**config.mk**
```make
export PLATFORM = sky130hd
export DESIGN_NAME = motion_safety_supervisor_top_flat
export DESIGN_NICKNAME = d
export VERILOG_FILES = /design/src/msv_pkg.sv /design/src/msv_ifs.sv /design/src/motion_safety_supervisor_top.sv /design/src/msv_cfg_regs.sv /design/src/msv_step_logic.sv /design/src/flat_wrapper.sv
export SDC_FILE = /design/constraint.sdc
export NUM_CORES = 1
export LEC_CHECK = 0
export ABC_AREA = 0
export BUFFER_PORTS_ARGS = -buffer_cell sky130_fd_sc_hd__buf_2
export CAP_MARGIN = 20
export CORE_ASPECT_RATIO = 1.25
export CORE_MARGIN = 2
export CORE_UTILIZATION = 60
export CTS_CLUSTER_SIZE = 10
export DETAILED_ROUTE_END_ITERATION = 10
export HOLD_SLACK_MARGIN = 0.15
export MAX_ROUTING_LAYER = met4
export PLACE_DENSITY = 0.9
export SYNTH_ARGS = -nofsm -noshare
export SYNTH_HDL_FRONTEND = slang
export SYNTH_SLANG_ARGS = --single-unit
```
**constraint.sdc**
```tcl
create_clock -name clk_i -period 9.2 [get_ports clk_i]
set_input_delay 0.92 -clock clk_i [delete_from_list [all_inputs] [get_ports clk_i]]
set_output_delay 0.92 -clock clk_i [all_outputs]
set_load 0.03 [all_outputs]
```
**src/msv_pkg.sv**
```systemverilog
// Shared types and constants of the motion safety supervisor.
// No dependencies; every other file refers to it by scoped names.
`timescale 1ns / 1ps
`default_nettype none
package msv_pkg;

  localparam int unsigned CFG_ADDR_W = 4;
  localparam int unsigned CFG_DATA_W = 32;
  localparam int unsigned TIMER_W    = 32;
  localparam int unsigned PERIOD_W   = 20;
  localparam int unsigned RATE_W     = 16;
  localparam int unsigned MAG_W      = 17;
  localparam int unsigned LIMIT_W    = 15;
  localparam int unsigned DIST_W     = 16;
  localparam int unsigned MASK_W     = 4;

  // enable_mask bits
  localparam int unsigned EN_TERMINAL   = 0;
  localparam int unsigned EN_TRACKING   = 1;
  localparam int unsigned EN_PROJECTION = 2;
  localparam int unsigned EN_SPIN       = 3;

  // register indexes
  localparam logic [CFG_ADDR_W-1:0] REG_ENABLE_MASK       = 4'd0;
  localparam logic [CFG_ADDR_W-1:0] REG_TERMINAL_OMEGA    = 4'd1;
  localparam logic [CFG_ADDR_W-1:0] REG_TERMINAL_TIME     = 4'd2;
  localparam logic [CFG_ADDR_W-1:0] REG_PROJECTION_DIST   = 4'd3;
  localparam logic [CFG_ADDR_W-1:0] REG_PROJECTION_TIME   = 4'd4;
  localparam logic [CFG_ADDR_W-1:0] REG_TRACKING_OMEGA    = 4'd5;
  localparam logic [CFG_ADDR_W-1:0] REG_SLOW_SPEED        = 4'd6;
  localparam logic [CFG_ADDR_W-1:0] REG_TRACKING_SPIN_TIME = 4'd7;

  typedef enum logic [1:0] {
    INTV_NONE       = 2'd0,
    INTV_TERMINAL   = 2'd1,
    INTV_PROJECTION = 2'd2,
    INTV_SPIN       = 2'd3
  } msv_intv_e;

  typedef struct packed {
    logic [MASK_W-1:0]  enable_mask;
    logic [LIMIT_W-1:0] terminal_omega_limit;
    logic [TIMER_W-1:0] terminal_spin_time_limit;
    logic [DIST_W-1:0]  projection_distance_limit;
    logic [TIMER_W-1:0] projection_time_limit;
    logic [LIMIT_W-1:0] tracking_omega_limit;
    logic [LIMIT_W-1:0] slow_speed_limit;
    logic [TIMER_W-1:0] tracking_spin_time_limit;
  } msv_cfg_t;

  typedef struct packed {
    logic                     cmd_accepted;
    logic                     in_terminal_phase;
    logic                     goal_hit;
    logic                     status_goal_reached;
    logic signed [RATE_W-1:0] robot_omega;
    logic signed [RATE_W-1:0] robot_speed;
    logic signed [RATE_W-1:0] cmd_angular;
    logic                     guard_ok;
    logic [DIST_W-1:0]        guarded_distance;
    logic                     raw_ok;
    logic [DIST_W-1:0]        raw_distance;
    logic [PERIOD_W-1:0]      period_us;
  } msv_in_t;

  typedef struct packed {
    logic               blocked;
    logic               term_blocked;
    logic               tracking_blocked;
    logic               accepted_out;
    msv_intv_e          intervention;
    logic [TIMER_W-1:0] terminal_time;
    logic [TIMER_W-1:0] projection_time;
    logic [TIMER_W-1:0] tracking_spin_time;
    logic               terminal_latch_out;
    logic               projection_latch_out;
    logic               spin_latch_out;
  } msv_out_t;

  typedef struct packed {
    logic [TIMER_W-1:0] terminal_timer;
    logic               terminal_latch;
    logic [TIMER_W-1:0] projection_timer;
    logic               projection_latch;
    logic [TIMER_W-1:0] spin_timer;
    logic               spin_latch;
  } msv_state_t;

endpackage
`default_nettype wire

```
**src/msv_ifs.sv**
```systemverilog
// Valid/ready channel interfaces: input items, result items, config writes.
// Depends on msv_pkg for the payload types.
`timescale 1ns / 1ps
`default_nettype none
interface msv_in_if;
  logic           valid;
  logic           ready;
  msv_pkg::msv_in_t data;
  modport source (output valid, output data, input ready);
  modport sink   (input valid, input data, output ready);
endinterface

interface msv_out_if;
  logic            valid;
  logic            ready;
  msv_pkg::msv_out_t data;
  modport source (output valid, output data, input ready);
  modport sink   (input valid, input data, output ready);
endinterface

interface msv_cfg_if;
  logic                             valid;
  logic                             ready;
  logic [msv_pkg::CFG_ADDR_W-1:0]   index;
  logic [msv_pkg::CFG_DATA_W-1:0]   wdata;
  modport source (output valid, output index, output wdata, input ready);
  modport sink   (input valid, input index, input wdata, output ready);
endinterface
`default_nettype wire

```
**src/motion_safety_supervisor_top.sv**
```systemverilog
// Top level of the motion safety supervisor: input register, state, result register.
// Depends on msv_pkg, msv_ifs, msv_cfg_regs and msv_step_logic.
`timescale 1ns / 1ps
`default_nettype none
// One input item per clock is accepted while results are taken, and it gives
// exactly one result item: the item is captured in an input register, and the
// combinational update of the three saturating timers and their latches runs
// between that register and the result register, which loads with the state
// once the result slot frees. The throughput of one item per cycle is set by
// that timer/latch feedback loop. While a result waits, one more item is taken
// into the input register and then the input stalls until the result transfers.
// Configuration writes are taken every cycle and are meant only while the block
// is idle; the valid flags, state and config reset to 0, the data registers do not.
module motion_safety_supervisor_top #(
  parameter int unsigned NOMINAL_PERIOD_US = 50000
) (
  input  wire logic  clk_i,
  input  wire logic  rst_ni,
  msv_in_if.sink     item_i,
  msv_out_if.source  result_o,
  msv_cfg_if.sink    cfg_i
);

  msv_pkg::msv_cfg_t   cfg;
  msv_pkg::msv_state_t state_q, state_d;
  msv_pkg::msv_in_t    item_q;
  msv_pkg::msv_out_t   res_q, res_d;
  logic                item_valid_q, res_valid_q;
  logic                advance, take;

  assign cfg_i.ready = 1'b1;

  msv_cfg_regs u_cfg (
    .clk_i      (clk_i),
    .rst_ni     (rst_ni),
    .wr_en_i    (cfg_i.valid),
    .wr_index_i (cfg_i.index),
    .wr_data_i  (cfg_i.wdata),
    .cfg_o      (cfg)
  );

  msv_step_logic #(
    .NOMINAL_PERIOD_US (NOMINAL_PERIOD_US)
  ) u_step (
    .cfg_i    (cfg),
    .state_i  (state_q),
    .item_i   (item_q),
    .state_o  (state_d),
    .result_o (res_d)
  );

  // move the held item into the result register when that slot frees
  assign advance      = item_valid_q && (!res_valid_q || result_o.ready);
  assign item_i.ready = !item_valid_q || advance;
  assign take         = item_i.valid && item_i.ready;

  always_ff @(posedge clk_i or negedge rst_ni) begin
    if (!rst_ni) begin
      item_valid_q <= 1'b0;
      res_valid_q  <= 1'b0;
      state_q      <= '0;
    end else begin
      if (take) begin
        item_valid_q <= 1'b1;
      end else if (advance) begin
        item_valid_q <= 1'b0;
      end
      if (advance) begin
        res_valid_q <= 1'b1;
        state_q     <= state_d;
      end else if (result_o.ready) begin
        res_valid_q <= 1'b0;
      end
    end
  end

  always_ff @(posedge clk_i) begin
    if (take) begin
      item_q <= item_i.data;
    end
    if (advance) begin
      res_q <= res_d;
    end
  end

  assign result_o.valid = res_valid_q;
  assign result_o.data  = res_q;

endmodule
`default_nettype wire

```
**src/msv_cfg_regs.sv**
```systemverilog
// Configuration register bank of the motion safety supervisor.
// Depends on msv_pkg; written through a valid/ready write channel.
`timescale 1ns / 1ps
`default_nettype none
module msv_cfg_regs (
  input  wire logic                           clk_i,
  input  wire logic                           rst_ni,
  input  wire logic                           wr_en_i,
  input  wire logic [msv_pkg::CFG_ADDR_W-1:0] wr_index_i,
  input  wire logic [msv_pkg::CFG_DATA_W-1:0] wr_data_i,
  output msv_pkg::msv_cfg_t                   cfg_o
);

  msv_pkg::msv_cfg_t cfg_q, cfg_d;

  always_comb begin
    cfg_d = cfg_q;
    if (wr_en_i) begin
      case (wr_index_i)
        msv_pkg::REG_ENABLE_MASK:
          cfg_d.enable_mask = wr_data_i[msv_pkg::MASK_W-1:0];
        msv_pkg::REG_TERMINAL_OMEGA:
          cfg_d.terminal_omega_limit = wr_data_i[msv_pkg::LIMIT_W-1:0];
        msv_pkg::REG_TERMINAL_TIME:
          cfg_d.terminal_spin_time_limit = wr_data_i[msv_pkg::TIMER_W-1:0];
        msv_pkg::REG_PROJECTION_DIST:
          cfg_d.projection_distance_limit = wr_data_i[msv_pkg::DIST_W-1:0];
        msv_pkg::REG_PROJECTION_TIME:
          cfg_d.projection_time_limit = wr_data_i[msv_pkg::TIMER_W-1:0];
        msv_pkg::REG_TRACKING_OMEGA:
          cfg_d.tracking_omega_limit = wr_data_i[msv_pkg::LIMIT_W-1:0];
        msv_pkg::REG_SLOW_SPEED:
          cfg_d.slow_speed_limit = wr_data_i[msv_pkg::LIMIT_W-1:0];
        msv_pkg::REG_TRACKING_SPIN_TIME:
          cfg_d.tracking_spin_time_limit = wr_data_i[msv_pkg::TIMER_W-1:0];
        default: ; // drop writes beyond the register list
      endcase
    end
  end

  always_ff @(posedge clk_i or negedge rst_ni) begin
    if (!rst_ni) begin
      cfg_q <= '0;
    end else begin
      cfg_q <= cfg_d;
    end
  end

  assign cfg_o = cfg_q;

endmodule
`default_nettype wire

```
**src/msv_step_logic.sv**
```systemverilog
// Combinational update of one control cycle: timers, latches and result.
// Depends on msv_pkg for the config, state, item and result types.
`timescale 1ns / 1ps
`default_nettype none
module msv_step_logic #(
  parameter int unsigned NOMINAL_PERIOD_US = 50000
) (
  input  wire msv_pkg::msv_cfg_t   cfg_i,
  input  wire msv_pkg::msv_state_t state_i,
  input  wire msv_pkg::msv_in_t    item_i,
  output msv_pkg::msv_state_t      state_o,
  output msv_pkg::msv_out_t        result_o
);

  localparam logic [msv_pkg::PERIOD_W-1:0] NominalPeriod =
    msv_pkg::PERIOD_W'(NOMINAL_PERIOD_US);

  function automatic logic [msv_pkg::MAG_W-1:0] mag(
    input logic signed [msv_pkg::RATE_W-1:0] v
  );
    logic [msv_pkg::MAG_W-1:0] ext;
    ext = {v[msv_pkg::RATE_W-1], v};
    return v[msv_pkg::RATE_W-1] ? (~ext + 1'b1) : ext;
  endfunction

  function automatic logic [msv_pkg::TIMER_W-1:0] sat_add(
    input logic [msv_pkg::TIMER_W-1:0]  a,
    input logic [msv_pkg::PERIOD_W-1:0] b
  );
    logic [msv_pkg::TIMER_W:0] s;
    s = {1'b0, a} + {{(msv_pkg::TIMER_W - msv_pkg::PERIOD_W + 1){1'b0}}, b};
    return s[msv_pkg::TIMER_W] ? '1 : s[msv_pkg::TIMER_W-1:0];
  endfunction

  logic [msv_pkg::MAG_W-1:0]    omega, speed, ang;
  logic [msv_pkg::PERIOD_W-1:0] period;
  logic [msv_pkg::MASK_W-1:0]   en;
  logic                         acc, reached;
  logic                         term_clear, tb;
  logic [msv_pkg::TIMER_W-1:0]  term_sum;
  logic                         track_clear;
  logic [msv_pkg::DIST_W-1:0]   sel_dist;
  logic                         unsafe, spinning;
  logic [msv_pkg::TIMER_W-1:0]  proj_next, spin_next;
  msv_pkg::msv_intv_e           trk;
  logic                         trk_blocked, blocked;

  always_comb begin
    omega   = mag(item_i.robot_omega);
    speed   = mag(item_i.robot_speed);
    ang     = mag(item_i.cmd_angular);
    en      = cfg_i.enable_mask;
    acc     = item_i.cmd_accepted;
    reached = item_i.goal_hit;
    // a period of at most one microsecond falls back to the nominal one
    period  = (item_i.period_us <= msv_pkg::PERIOD_W'(1)) ? NominalPeriod
                                                          : item_i.period_us;

    state_o = state_i;
    tb      = 1'b0;
    trk     = msv_pkg::INTV_NONE;

    // terminal spin check
    term_clear = !en[msv_pkg::EN_TERMINAL] || !acc || !item_i.in_terminal_phase ||
                 reached ||
                 !((omega > msv_pkg::MAG_W'(cfg_i.terminal_omega_limit)) ||
                   (ang > msv_pkg::MAG_W'(cfg_i.terminal_omega_limit)));
    term_sum = sat_add(state_i.terminal_timer, period);
    if (term_clear) begin
      state_o.terminal_timer = '0;
      state_o.terminal_latch = 1'b0;
    end else begin
      state_o.terminal_timer = term_sum;
      if (state_i.terminal_latch || (term_sum >= cfg_i.terminal_spin_time_limit)) begin
        state_o.terminal_latch = 1'b1;
        tb = 1'b1;
      end
    end

    // tracking checks
    sel_dist = item_i.guard_ok ? item_i.guarded_distance : item_i.raw_distance;
    unsafe   = en[msv_pkg::EN_PROJECTION] && (item_i.guard_ok || item_i.raw_ok) &&
               (cfg_i.projection_distance_limit != '0) &&
               (sel_dist > cfg_i.projection_distance_limit);
    spinning = en[msv_pkg::EN_SPIN] && !item_i.in_terminal_phase &&
               (speed <= msv_pkg::MAG_W'(cfg_i.slow_speed_limit)) &&
               ((omega > msv_pkg::MAG_W'(cfg_i.tracking_omega_limit)) ||
                (ang > msv_pkg::MAG_W'(cfg_i.tracking_omega_limit)));
    proj_next = unsafe ? sat_add(state_i.projection_timer, period) : '0;
    spin_next = spinning ? sat_add(state_i.spin_timer, period) : '0;

    track_clear = !en[msv_pkg::EN_TRACKING] || reached ||
                  (item_i.status_goal_reached && !tb);
    if (track_clear) begin
      state_o.projection_timer = '0;
      state_o.projection_latch = 1'b0;
      state_o.spin_timer       = '0;
      state_o.spin_latch       = 1'b0;
    end else if (state_i.projection_latch) begin
      trk = msv_pkg::INTV_PROJECTION;
    end else if (state_i.spin_latch) begin
      trk = msv_pkg::INTV_SPIN;
    end else if (acc && !tb) begin
      state_o.projection_timer = proj_next;
      state_o.spin_timer       = spin_next;
      // projection wins when both limits are reached together
      if (en[msv_pkg::EN_PROJECTION] && (cfg_i.projection_time_limit != '0) &&
          (proj_next >= cfg_i.projection_time_limit)) begin
        state_o.projection_latch = 1'b1;
        trk = msv_pkg::INTV_PROJECTION;
      end else if (en[msv_pkg::EN_SPIN] && (cfg_i.tracking_spin_time_limit != '0) &&
                   (spin_next >= cfg_i.tracking_spin_time_limit)) begin
        state_o.spin_latch = 1'b1;
        trk = msv_pkg::INTV_SPIN;
      end
    end

    trk_blocked = (trk != msv_pkg::INTV_NONE);
    blocked     = tb || trk_blocked;

    result_o.blocked              = blocked;
    result_o.term_blocked         = tb;
    result_o.tracking_blocked     = trk_blocked;
    result_o.accepted_out         = acc && !blocked;
    result_o.intervention         = trk_blocked ? trk :
                                    (tb ? msv_pkg::INTV_TERMINAL : msv_pkg::INTV_NONE);
    result_o.terminal_time        = state_o.terminal_timer;
    result_o.projection_time      = state_o.projection_timer;
    result_o.tracking_spin_time   = state_o.spin_timer;
    result_o.terminal_latch_out   = state_o.terminal_latch;
    result_o.projection_latch_out = state_o.projection_latch;
    result_o.spin_latch_out       = state_o.spin_latch;
  end

endmodule
`default_nettype wire

```
**src/flat_wrapper.sv**
```systemverilog
// flat-port wrapper written by rule: the top's interface ports become plain ports
module motion_safety_supervisor_top_flat 
#(
  parameter int unsigned NOMINAL_PERIOD_US = 50000
)
  (clk_i, rst_ni, item_i_valid, item_i_data, item_i_ready, result_o_valid, result_o_data, result_o_ready, cfg_i_valid, cfg_i_index, cfg_i_wdata, cfg_i_ready);
  msv_in_if item_i_i ();
  msv_out_if result_o_i ();
  msv_cfg_if cfg_i_i ();
  input  wire logic clk_i;
  input  wire logic rst_ni;
  input wire logic [$bits(item_i_i.valid)-1:0] item_i_valid;
  input wire logic [$bits(item_i_i.data)-1:0] item_i_data;
  output wire logic [$bits(item_i_i.ready)-1:0] item_i_ready;
  output wire logic [$bits(result_o_i.valid)-1:0] result_o_valid;
  output wire logic [$bits(result_o_i.data)-1:0] result_o_data;
  input wire logic [$bits(result_o_i.ready)-1:0] result_o_ready;
  input wire logic [$bits(cfg_i_i.valid)-1:0] cfg_i_valid;
  input wire logic [$bits(cfg_i_i.index)-1:0] cfg_i_index;
  input wire logic [$bits(cfg_i_i.wdata)-1:0] cfg_i_wdata;
  output wire logic [$bits(cfg_i_i.ready)-1:0] cfg_i_ready;
  assign item_i_i.valid = item_i_valid;
  assign item_i_i.data = item_i_data;
  assign item_i_ready = item_i_i.ready;
  assign result_o_valid = result_o_i.valid;
  assign result_o_data = result_o_i.data;
  assign result_o_i.ready = result_o_ready;
  assign cfg_i_i.valid = cfg_i_valid;
  assign cfg_i_i.index = cfg_i_index;
  assign cfg_i_i.wdata = cfg_i_wdata;
  assign cfg_i_ready = cfg_i_i.ready;
  motion_safety_supervisor_top #(.NOMINAL_PERIOD_US(NOMINAL_PERIOD_US)) u_core (.clk_i(clk_i), .rst_ni(rst_ni), .item_i(item_i_i), .result_o(result_o_i), .cfg_i(cfg_i_i));
endmodule
```
# Yosys cells after proc, flatten, opt, wreduce, memory -nomap -nowiden
# Cells that the tools add are included.
totals:
  wordCells: 150
  inputBits: 147
  out_inout_bits: 108
  regBits: 473
op_classes:
  n_addsub: 6
  magnitude_cmp: 10
  reduce_logical: 52
  muxes: 33
  bitwise: 3
  eq_ne: 7
ops:
  columns: ["op", "n"]
  rows:
  - ["66-bit two-way mux", 4]
  - ["32-bit two-way mux", 5]
  - ["32-bit by 20-bit adder with 33-bit output", 3]
  - ["32-bit >= comparator", 3]
  - ["17-bit by 15-bit > comparator with 1-bit output", 4]
  - ["32-bit nonzero test", 2]
  - ["17-bit by 1-bit adder with 17-bit output, second input constant", 3]
  - ["17-bit two-way mux", 3]
  - ["17-bit NOT", 3]
  - ["33-bit two-way mux", 1]
  - ["20-bit by 1-bit less-or-equal comparator with 1-bit output, second input constant", 1]
  - ["20-bit two-way mux", 1]
  - ["17-bit by 15-bit less-or-equal comparator with 1-bit output", 1]
  - ["4-bit by 3-bit == test with 1-bit output, second input constant", 4]
  - ["16-bit > comparator", 1]
  - ["16-bit two-way mux", 1]
  - ["2-bit AND reduction", 8]
  - ["16-bit nonzero test", 1]
  - ["1-bit logical AND", 15]
  - ["2-bit two-way mux", 7]
  - ["1-bit logical OR", 13]
  - ["1-bit two-way mux", 11]
  - ["1-bit logical NOT", 9]
  - ["4-bit by 2-bit == test with 1-bit output, second input constant", 2]
  - ["3 further kinds", 5]

# Logic depth before layout (Yosys ltp)
# Gate-level depths: netlist (run 1).
logic_depth:
  ltp_word: 19
  depth_mapped: 30
  ltp_nobuf: 25

# By module
# From an unflattened synthesis (run 1), not the netlist that was laid out.
hier_totals:
  hier_cells: 2698
  area_unflattened_um2: 29612.2
by_module_without_submodules:
  columns: ["mod", "n_inst", "area_per_inst_um2", "seq_area_each_um2", "cells_per_inst"]
  rows:
  - ["msv_step_logic", 1, 12852.3, 0.0, 1917]
  - ["motion_safety_supervisor_top", 1, 10625.2, 8863.5, 430]
  - ["msv_cfg_regs", 1, 6134.6, 4028.9, 351]

# Worst setup path after synthesis (run 1)
# OpenSTA, ideal clock, no wires.
synth_path:
  kind: "register to register"
  from: "register u_core.item_q[2] (netlist bit)"
  to: "register u_core.res_q (netlist bit u_core.result_o.data[35]) (data pin)"
  t_required_ps: 8934
  slack_ps: 2573
  period_less_slack_ps: 6627
  setup_ps: 266
  n_path_buf: 8
  path_stages_with_launch: 31
  t_arrival_ps: 6361
  path_cell_list: "edfxtp_1 buf_2 buf_2 nor4_1 nand4_1 nor4_1 nor2b_1 ha_1 fa_1 maj3_1 a21oi_1 o21a_1 o211ai_1 nand3_1 a211o_1 clkbuf_1 clkbuf_1 buf_1 nand2_1 ha_1 nand2_1 nor2_1 a2111oi_0 o2111ai_1 o2bb2ai_1 or2_1 buf_6 a21o_1 clkbuf_1 clkbuf_1 nor2_1"
synth_rtl:
  columns: ["element", "line", "rtl"]
  rows:
  - ["start, declared", "motion_safety_supervisor_top.sv:26", "msv_pkg::msv_in_t item_q;"]
  - ["start signal, assigned", "motion_safety_supervisor_top.sv:79", "item_q <= item_i.data;"]
  - ["end signal, assigned", "motion_safety_supervisor_top.sv:82", "res_q <= res_d;"]
  - ["end, declared", "motion_safety_supervisor_top.sv:27", "msv_pkg::msv_out_t res_q, res_d;"]

# Final worst setup path (run 1)
layout_path:
  from: "register u_core.item_q[2] (netlist bit)"
  to: "register u_core.state_q[64] (netlist bit)"
layout_between:
  elab_chain_cells: 14
  word_cells_on_any_way: 19
  cone_classes: "add/sub (2); order compare (2); mux (10); reduce/logical (5)"
layout_rtl:
  columns: ["element", "line", "rtl"]
  rows:
  - ["20-bit by 1-bit less-or-equal comparator with 1-bit output", "msv_step_logic.sv:56", "period = (item_i.period_us <= msv_pkg::PERIOD_W'(1)) ? NominalPeriod"]
  - ["20-bit two-way mux *", "msv_step_logic.sv:56", null]
  - ["32-bit by 20-bit adder with 33-bit output", "msv_step_logic.sv:31", "s = {1'b0, a} + {{(msv_pkg::TIMER_W - msv_pkg::PERIOD_W + 1){1'b0}}, b};"]
  - ["32-bit two-way mux", "msv_step_logic.sv:32", "return s[msv_pkg::TIMER_W] ? '1 : s[msv_pkg::TIMER_W-1:0];"]
  - ["32-bit >= comparator", "msv_step_logic.sv:74", "if (state_i.terminal_latch || (term_sum >= cfg_i.terminal_spin_time_limit)) begin"]
  - ["1-bit logical OR", "msv_step_logic.sv:74", null]
  - ["1-bit two-way mux", "msv_step_logic.sv:74", null]
  - ["1-bit two-way mux", "msv_step_logic.sv:69", "if (term_clear) begin"]
  - ["1-bit logical NOT", "msv_step_logic.sv:93, msv_step_logic.sv:103", null]
  - ["1-bit logical AND", "msv_step_logic.sv:103", "end else if (acc && !tb) begin"]
  - ["66-bit two-way mux", "msv_step_logic.sv:103", null]
  - ["66-bit two-way mux", "msv_step_logic.sv:101", "end else if (state_i.spin_latch) begin"]
  - ["66-bit two-way mux", "msv_step_logic.sv:99", "end else if (state_i.projection_latch) begin"]
  - ["66-bit two-way mux *", "msv_step_logic.sv:94", "if (track_clear) begin"]
  - ["end signal, assigned", "motion_safety_supervisor_top.sv:70", "state_q <= state_d;"]
  - ["end, declared", "motion_safety_supervisor_top.sv:25", "msv_pkg::msv_state_t state_q, state_d;"]
# Mark *: on every way between the ends. The rest lies on a longest branch, timed or not.
# A chain may end at the register's enable or synchronous reset.

==> impl_results.md, run 1 <==
* Status: finished, final reports clean
* Nets at 3356
* Worst-Margin Slew at 1.03 ns
* Top sig layer: met4
* Wire length per cell at between 20 and 25 µm
* Hold Slack at 0.377 ns
* Vias in the first global route at 23.1k
* Clock power share at 33.6%
* Hold_buf cts at 0
* Die height at 244 µm
* First-pass GRT wire length at 132 mm
* Worst endpoint data arrival time at roughly 9 ns
* Period utilization at 94.1%
* CTS max path bufs at 3
* TritonCTS Sinks at approximately 470
* Most frequent cells in the layout: nand2_1 (328), dfrtp_1 (262), buf_2 (252), ha_1 (247), a21oi_1 (245)
* Postcts setup bufs at 0
* Post-route ant nets at 0
* Post_cts resized at 0
* Yosys warnings at 0
* Req. time, crit path at just under 10 ns
* EDFF count, synth at 210
* # DRC at 0
* Max incr delay on CP at 0.83 ns
* Commonest non-fill, non-tap cell in the layout: nand2_1
* Final hold vios at 0
* Vias post-DR at 23.2k
* Layout cells sized above 1 at 16.2%
* Final HPWL DP at approximately 65 mm
* Tmin final at around 8.7 ns
* Max-slew violations at 0
* P_sw at 1.90 mW
* Max stage delay cell, worst path: o2bb2ai_1
* Met2 routed wirelength at 40.5 mm
* Total die area at 0.0480 mm²
* CP max FO at 46
* Final wirelength at 86.7 mm
* Final Power at 6.02 mW
* Fmax at 115 MHz
* Worst vdd ir at around 0.00021 V
* Starting Density at 60.4%
* Vias per inst at 6.46
* Root buf cell: clkbuf_16
* TritonRoute pass-1 iters at 6
* R2r endpoint: u_core.state_q[64]
* Syn nets at 3149
* Slew HR at 31.4%
* Setup ws final at 0.539 ns
* CTS tree: yes
* Clk slew on worst S/H paths at 0.06 ns
* Routed wl met3 at 7.88 mm
* 1st-iter DRT viols at 2517
* Placer Congestion at around 1.0
* PortBufs at 253
* Ports at 255
* Synth-to-Final Area Change at 12.3%
* Post-Synthesis Cell Area at around 0.028 mm²
* Largest net degree at the start of global routing at roughly 120
* RR Startpoint: u_core.item_q[2]
* Setup WS pre-CTS at roughly 0.85 ns
* Synth Instances at ~2.8k
* Horiz. Die Dim at a little under 200 µm
* Synth cell types at 81
* Initial antenna violation count at 9
* Worst reg2reg setup slack at 0.54 ns
* Leakage at 13.8 nW
* Crit start category: flop
* CTS H-tree lvls at 2
* Gr ovfl total at 0
* Skew-Pair Late Insertion Delay at 0.64 ns
* Depth of the most critical reg-to-reg path at 25
* Setup_tns at 0 ns
* Hold Crit Class: in2async
* Internal at 4.13 mW
* Reg power frac at a little over two fifths
* All-Layer GR Usage at 37.5%
* Combinational Power Share at between 20% and 30%
* Clock Skew at around 0.027 ns
* Sw Ratio at 31.5%
* M1 WL at slightly above 30 mm
* Syn Area/Cell at 10.1 µm²
* Kind of critical path: reg2reg
* FF+latch count, synth at 472
* Post-synthesis sequential area ratio at between 40 and 50%
* Setup Viol. Count Final at 0
* Async SR Flop Fraction at 55.5%
* MaxCap Viol Count at 0
* Power Dens Cells at 193 mW/mm²
* RSZ-0062 raised after global routing: false
* Predominant post-synthesis flop cell: dfrtp_1
* Fill count at 3432
* CORE AREA at 0.0459 mm²
* CP endpoint kind: flop
* Num rows at 88
* Clock buffer count from CTS at 55
[routing by layer]
metal | GRT usage [%] | vias up
met3 | 7.46 | 379
met4 | 26.6 | 0
met1 | 42.6 | 11000
li1 | - | 10500
met5 | - | -
met2 | 59.5 | 1366
[sequential cells by signal, indices dropped and copies added (netlist names)]
| signal | count |
|---|---|
| u_core.item_valid_q | 1 |
| u_core.result_o.data | 104 |
| u_core.state_q | 99 |
| u_core.u_cfg.cfg_o | 161 |
| u_core.item_q | 106 |
| u_core.result_o.valid | 1 |
[critical path, delay by kind of cell, from the launching register on]
family	cells	cell delay [ns]
fa+ha+maj	4	1.37
flops	1	0.65
mux	1	0.29
compound gates	12	3.71
buf+inv	1	0.37
simple gates	7	2.20
[worst max-delay path by stage]
stage          cells after the start             start                        to  slack [ns]
4_1_cts                           25  u_core.item_q[1]        u_core.state_q[64]        0.83
2_1_floorplan                     30  u_core.item_q[2]  u_core.result_o.data[35]        2.57
6_report                          25  u_core.item_q[2]        u_core.state_q[64]        0.54
5_1_grt                           25  u_core.item_q[1]        u_core.state_q[64]        0.04
3_5_place_dp                      25  u_core.item_q[1]        u_core.state_q[64]        0.85
3_3_place_gp                      25  u_core.item_q[2]        u_core.state_q[60]        1.34
[stage by stage]
stage,utilization (%),instances,area (µm²)
3_5_place_dp,64.1,3488,29400
5_1_grt,67.8,3594,31100
3_3_place_gp,64.1,3488,29400
2_1_floorplan,-,2754,27700
6_report,67.8,3594,31100
4_1_cts,67.7,3584,31100
[cell type report]
| type | instances | area [µm²] | area share (%) |
|---|---|---|---|
| Sequential cell | 472 | 12900 | 41.3 |
| Tap cell | 585 | 732 | 2.35 |
| Timing Repair Buffer | 276 | 1460 | 4.69 |
| Multi-Input combinational cell | 1960 | 13700 | 43.9 |
| Clock buffer | 88 | 1530 | 4.92 |
| Antenna cell | 9 | 22.5 | 0.0723 |
| Clock inverter | 8 | 109 | 0.350 |
| Inverter | 196 | 738 | 2.37 |
[logic make-up (layout without fill, tap and decap cells)]
kind of cell	count (synthesis)	count (layout)	share of synthesized area, %
compound gates	746	746	17.0
xor+xnor	110	110	3.47
fa+ha+maj	253	253	11.4
buf+inv	322	568	4.49
flops	472	472	46.4
mux	114	114	4.61
other cells	1	10	0.0135
simple gates	736	736	12.6
[power by group through the flow]
stage | Sequential, mW | Combinational, mW | Clock, mW
3_3_place_gp | 2.63 | 1.27 | 0
2_1_floorplan | 2.66 | 0.860 | 0
5_1_grt | 2.64 | 1.52 | 2.12
4_1_cts | 2.62 | 1.35 | 2.04
6_report | 2.62 | 1.37 | 2.03
3_5_place_dp | 2.65 | 1.34 | 0
[synth_stat cells, types with 8 or more instances]
| library cell | n | area [µm²] |
|---|---|---|
| o211ai_1 | 18 | 135 |
| or2_2 | 10 | 62.6 |
| o21a_1 | 27 | 203 |
| dfrtp_1 | 262 | 6560 |
| nor4_1 | 35 | 219 |
| nand3b_1 | 9 | 67.6 |
| edfxtp_1 | 210 | 6310 |
| o31ai_1 | 16 | 120 |
| and4_1 | 18 | 158 |
| and2_1 | 19 | 119 |
| nand2b_1 | 24 | 150 |
| a311oi_1 | 8 | 70.1 |
| a21oi_1 | 245 | 1230 |
| nand2_1 | 328 | 1230 |
| o21ai_0 | 184 | 921 |
| or3_1 | 12 | 75.1 |
| nor2_1 | 118 | 443 |
| nand3_1 | 42 | 210 |
| buf_1 | 10 | 37.5 |
| mux2_2 | 109 | 1230 |
| a22o_1 | 46 | 403 |
| clkbuf_1 | 100 | 375 |
| buf_2 | 12 | 60.1 |
| a31o_2 | 9 | 78.8 |
| nor3_1 | 26 | 130 |
| ha_1 | 247 | 3090 |
| inv_1 | 195 | 732 |
| a41oi_1 | 9 | 78.8 |
| nor2b_1 | 16 | 100 |
| xor2_1 | 35 | 307 |
| xnor2_1 | 75 | 657 |
| nand4_1 | 36 | 225 |
| a31oi_1 | 21 | 131 |
| a211oi_1 | 18 | 135 |
| a211o_1 | 13 | 114 |
| a21o_1 | 47 | 353 |
| and3_1 | 22 | 138 |
No activity file was read; power rests on OpenSTA's default activity.
==> run 2, diff against run 1 <==
--- a/config.mk
+++ b/config.mk
@@ -5,7 +5,7 @@
 export SDC_FILE = /design/constraint.sdc
 export NUM_CORES = 1
 export LEC_CHECK = 0
-export ABC_AREA = 0
+export ABC_AREA = 1
 export BUFFER_PORTS_ARGS = -buffer_cell sky130_fd_sc_hd__buf_2
 export CAP_MARGIN = 20
 export CORE_ASPECT_RATIO = 1.25
==> run 2 against run 1 <==
Hold slack worse by 0.15 ns. Highest routed layer unchanged. Largest power group unchanged. Critical path type unchanged. Area after synthesis is 9.7% higher. Register-to-register slack better by 1.1 ns. Critical endpoint is now u_core.result_o.data[99]. Total power is 2.3% higher.
==> impl_results.md, run 2 <==
* Status: finished, final reports clean
* Synth top area share at 21.6%
* CP endpoint kind: flop
* Horiz. Die Dim at 205 µm
* Yosys warnings at 0
* Nets at 4419
* Leakage at 17.3 nW
* Register area at 0.0129 mm²
* # DRC at 0
* Hold_buf cts at 0
* Combinational Power Share at 25.3%
* TritonCTS Sinks at 472
* Num rows at a little over 90
* Reg power frac at 42.7%
* Setup_tns at 0 ns
* Largest family of logic cells by synthesized area: simple AND/OR/NAND/NOR gates
* Post-route ant nets at 0
* Max reg flops at ~160
* Multi-input gate area at 0.0149 mm²
* Final hold vios at 0
* Worst-Margin Slew at 1.14 ns
* Vias post-DR at 27.8k
* CTS H-tree lvls at 2
* Max-slew violations at 0
* Vias per inst at approximately 5.9
* Final wirelength at between 90 and 100 mm
* Hold Slack at 0.231 ns
* CP max FO at 53
* Skew-Pair Late Insertion Delay at 0.62 ns
* Synth-to-Final Area Change at 10.7%
* Area fraction in compound gates after synthesis at approximately 10%
* Most numerous cell on the critical path: nand2_1
* Most frequent cells in the layout: nand2_1 (1009), inv_1 (537), dfrtp_1 (262), o21ai_0 (259), buf_2 (252)
* PortBufs at roughly 250
* Die height at 256 µm
* Commonest non-fill, non-tap cell in the layout: nand2_1
* Power Dens Cells at 183 mW/mm²
* Wire length per cell at 20.3 µm
* Synth Area in Simple Gates at 25.7%
* Final HPWL DP at a little over 70 mm
* FF+latch count, synth at about 470
* Clock Skew at about 0.030 ns
* Sw Ratio at 33.8%
* Ports at roughly 260
* Largest net degree at the start of global routing at 82
* Crit start category: flop
* Synth Instances at 3826
* Setup WS pre-CTS at 1.84 ns
* Dpl cell area at 0.0320 mm²
* MaxCap Viol Count at 0
* CTS tree: yes
* Slew HR at 23.3%
* 1st-iter DRT viols at between 2k and 3k
* Post-synth top area cell: dfrtp_1
* EDFF count, synth at 210
* Fmax at approximately 130 MHz
* Clock buffer count from CTS at 54
* Vias in the first global route at 26.8k
* Post_cts resized at 0
* Worst endpoint data arrival time at between 7 and 8 ns
* All-Layer GR Usage at 37.6%
* Root buf cell: clkbuf_16
* TritonRoute pass-1 iters at 6
* Tmin final at between 7 and 8 ns
* Max incr delay on CP at 0.80 ns
* First-pass GRT wire length at 147 mm
* Worst reg2reg setup slack at between 1.5 and 2 ns
* Hold Crit Class: in2async
* Layout cells sized above 1 at a little under an eighth
* Clk slew on worst S/H paths at 0.06 ns
* Post-synthesis adder-cell area fraction at 10.2%
* Period utilization at around four fifths
* RSZ-0062 raised after global routing: false
* P_sw at 2.08 mW
* Fin util at around two thirds
* Syn Area/Cell at ~7.9 µm²
* Kind of critical path: reg2reg
* Predominant post-synthesis flop cell: dfrtp_1
* Depth of the most critical reg-to-reg path at 30
* Top cells by count, synth: nand2_1 (1010), inv_1 (539), dfrtp_1 (262), o21ai_0 (259), ha_1 (247)
* Postcts setup bufs at 0
* Syn nets at 4221
* Fin area at 0.0337 mm²
* Async SR Flop Fraction at 55.5%
* Setup Viol. Count Final at 0
* Top-count cell post-synth: nand2_1
* Worst vdd ir at ~0.00017 V
* Placer Congestion at 1.07
* Internal at 4.08 mW
* Max stage delay cell, worst path: inv_2
* CORE AREA at 0.0503 mm²
* CTS max path bufs at 3
* Fill count at 4071
* Synth cell types at 49
* Clock power share at between 30 and 40%
* R2r endpoint: u_core.result_o.data[99]
* Post-synthesis sequential area ratio at about 42%
* Total die area at ~0.053 mm²
* Top post-synthesis cells by area: dfrtp_1 (22%), edfxtp_1 (21%), nand2_1 (12%)
* Initial antenna violation count at 3
* Post-Synthesis Cell Area at 0.0304 mm²
* Xor and xnor area share after synthesis at 2.56%
* RR Startpoint: u_core.item_q[19]
* Mux cell area share after synthesis at 0.0329%
* Setup ws final at 1.67 ns
* Gr ovfl total at 0
* Starting Density at 60.5%
* Req. time, crit path at 9.57 ns
[run 2: changes by cell type in the layout (fill, tap and decap cells not counted), moves of 75 or more]
cell | before | now
nand4_1 | 36 | 120
nand3_1 | 42 | 218
nor2_1 | 117 | 225
mux2_2 | 109 | 0
o21ai_0 | 184 | 259
inv_1 | 195 | 537
nand2_1 | 328 | 1009
[run 2: layer usage]
| layer | vias up | wire (µm) | part of all wire, % | GRT usage [%] |
|---|---|---|---|---|
| met3 | 395 | 8140 | 8.5 | 6.53 |
| met5 | - | 0 | 0 | - |
| met4 | 0 | 7620 | 7.9 | 24.3 |
| met1 | 12900 | 34800 | 36 | 43.3 |
| met2 | 1464 | 45400 | 47 | 60.3 |
| li1 | 13000 | - | - | - |
[run 2: how the worst max path moves through the flow]
stage	from	end	slack, ns	cells after the start
after floorplan	result_o_ready	u_core.result_o.data[0]	4.14	6
after global placement	u_core.item_q[19]	u_core.result_o.data[99]	2.11	30
after detailed placement	u_core.item_q[19]	u_core.result_o.data[99]	1.84	30
after CTS	u_core.item_q[19]	u_core.result_o.data[99]	1.84	30
after global routing	u_core.item_q[19]	u_core.result_o.data[99]	1.09	30
final	u_core.item_q[19]	u_core.result_o.data[99]	1.67	30
[run 2: cells by family after synthesis]
kind of cell / count (synthesis)
AND/OR/NAND/NOR: 1768
buffers and inverters: 682
AO/OA/AOI/OAI: 565
flip-flops: 472
adder cells (fa/ha/maj): 248
XOR/XNOR: 89
other: 1
multiplexers: 1
[run 2: critical path: cells and delay by family, from the launching register on]
family	cells	cell delay, ns
adder cells (fa/ha/maj)	3	0.95
AND/OR/NAND/NOR	22	4.67
buffers and inverters	4	1.04
flip-flops	1	0.50
AO/OA/AOI/OAI	1	0.08
[run 2: area by class of cell]
cell class,count,area share (%)
Multi-Input combinational cell,2672,44.2
Sequential cell,472,38.2
Inverter,549,6.15
Clock buffer,92,4.53
Timing Repair Buffer,275,4.40
Tap cell,658,2.45
Clock inverter,4,0.0632
Antenna cell,3,0.0223
[run 2: stage by stage]
step                power [mW]  cells
CTS                       6.14   4719
floorplan                 3.70   3826
global placement          4.11   4623
detailed placement        4.17   4623
global route              6.45   4725
finish                    6.16   4725
[run 2: power by group through the flow]
| stage | logic (mW) | clock network (mW) | registers [mW] |
|---|---|---|---|
| floorplan | 0.973 | 0 | 2.72 |
| global placement | 1.46 | 0 | 2.65 |
| detailed placement | 1.51 | 0 | 2.66 |
| CTS | 1.53 | 1.98 | 2.62 |
| global route | 1.74 | 2.06 | 2.65 |
| finish | 1.56 | 1.97 | 2.63 |
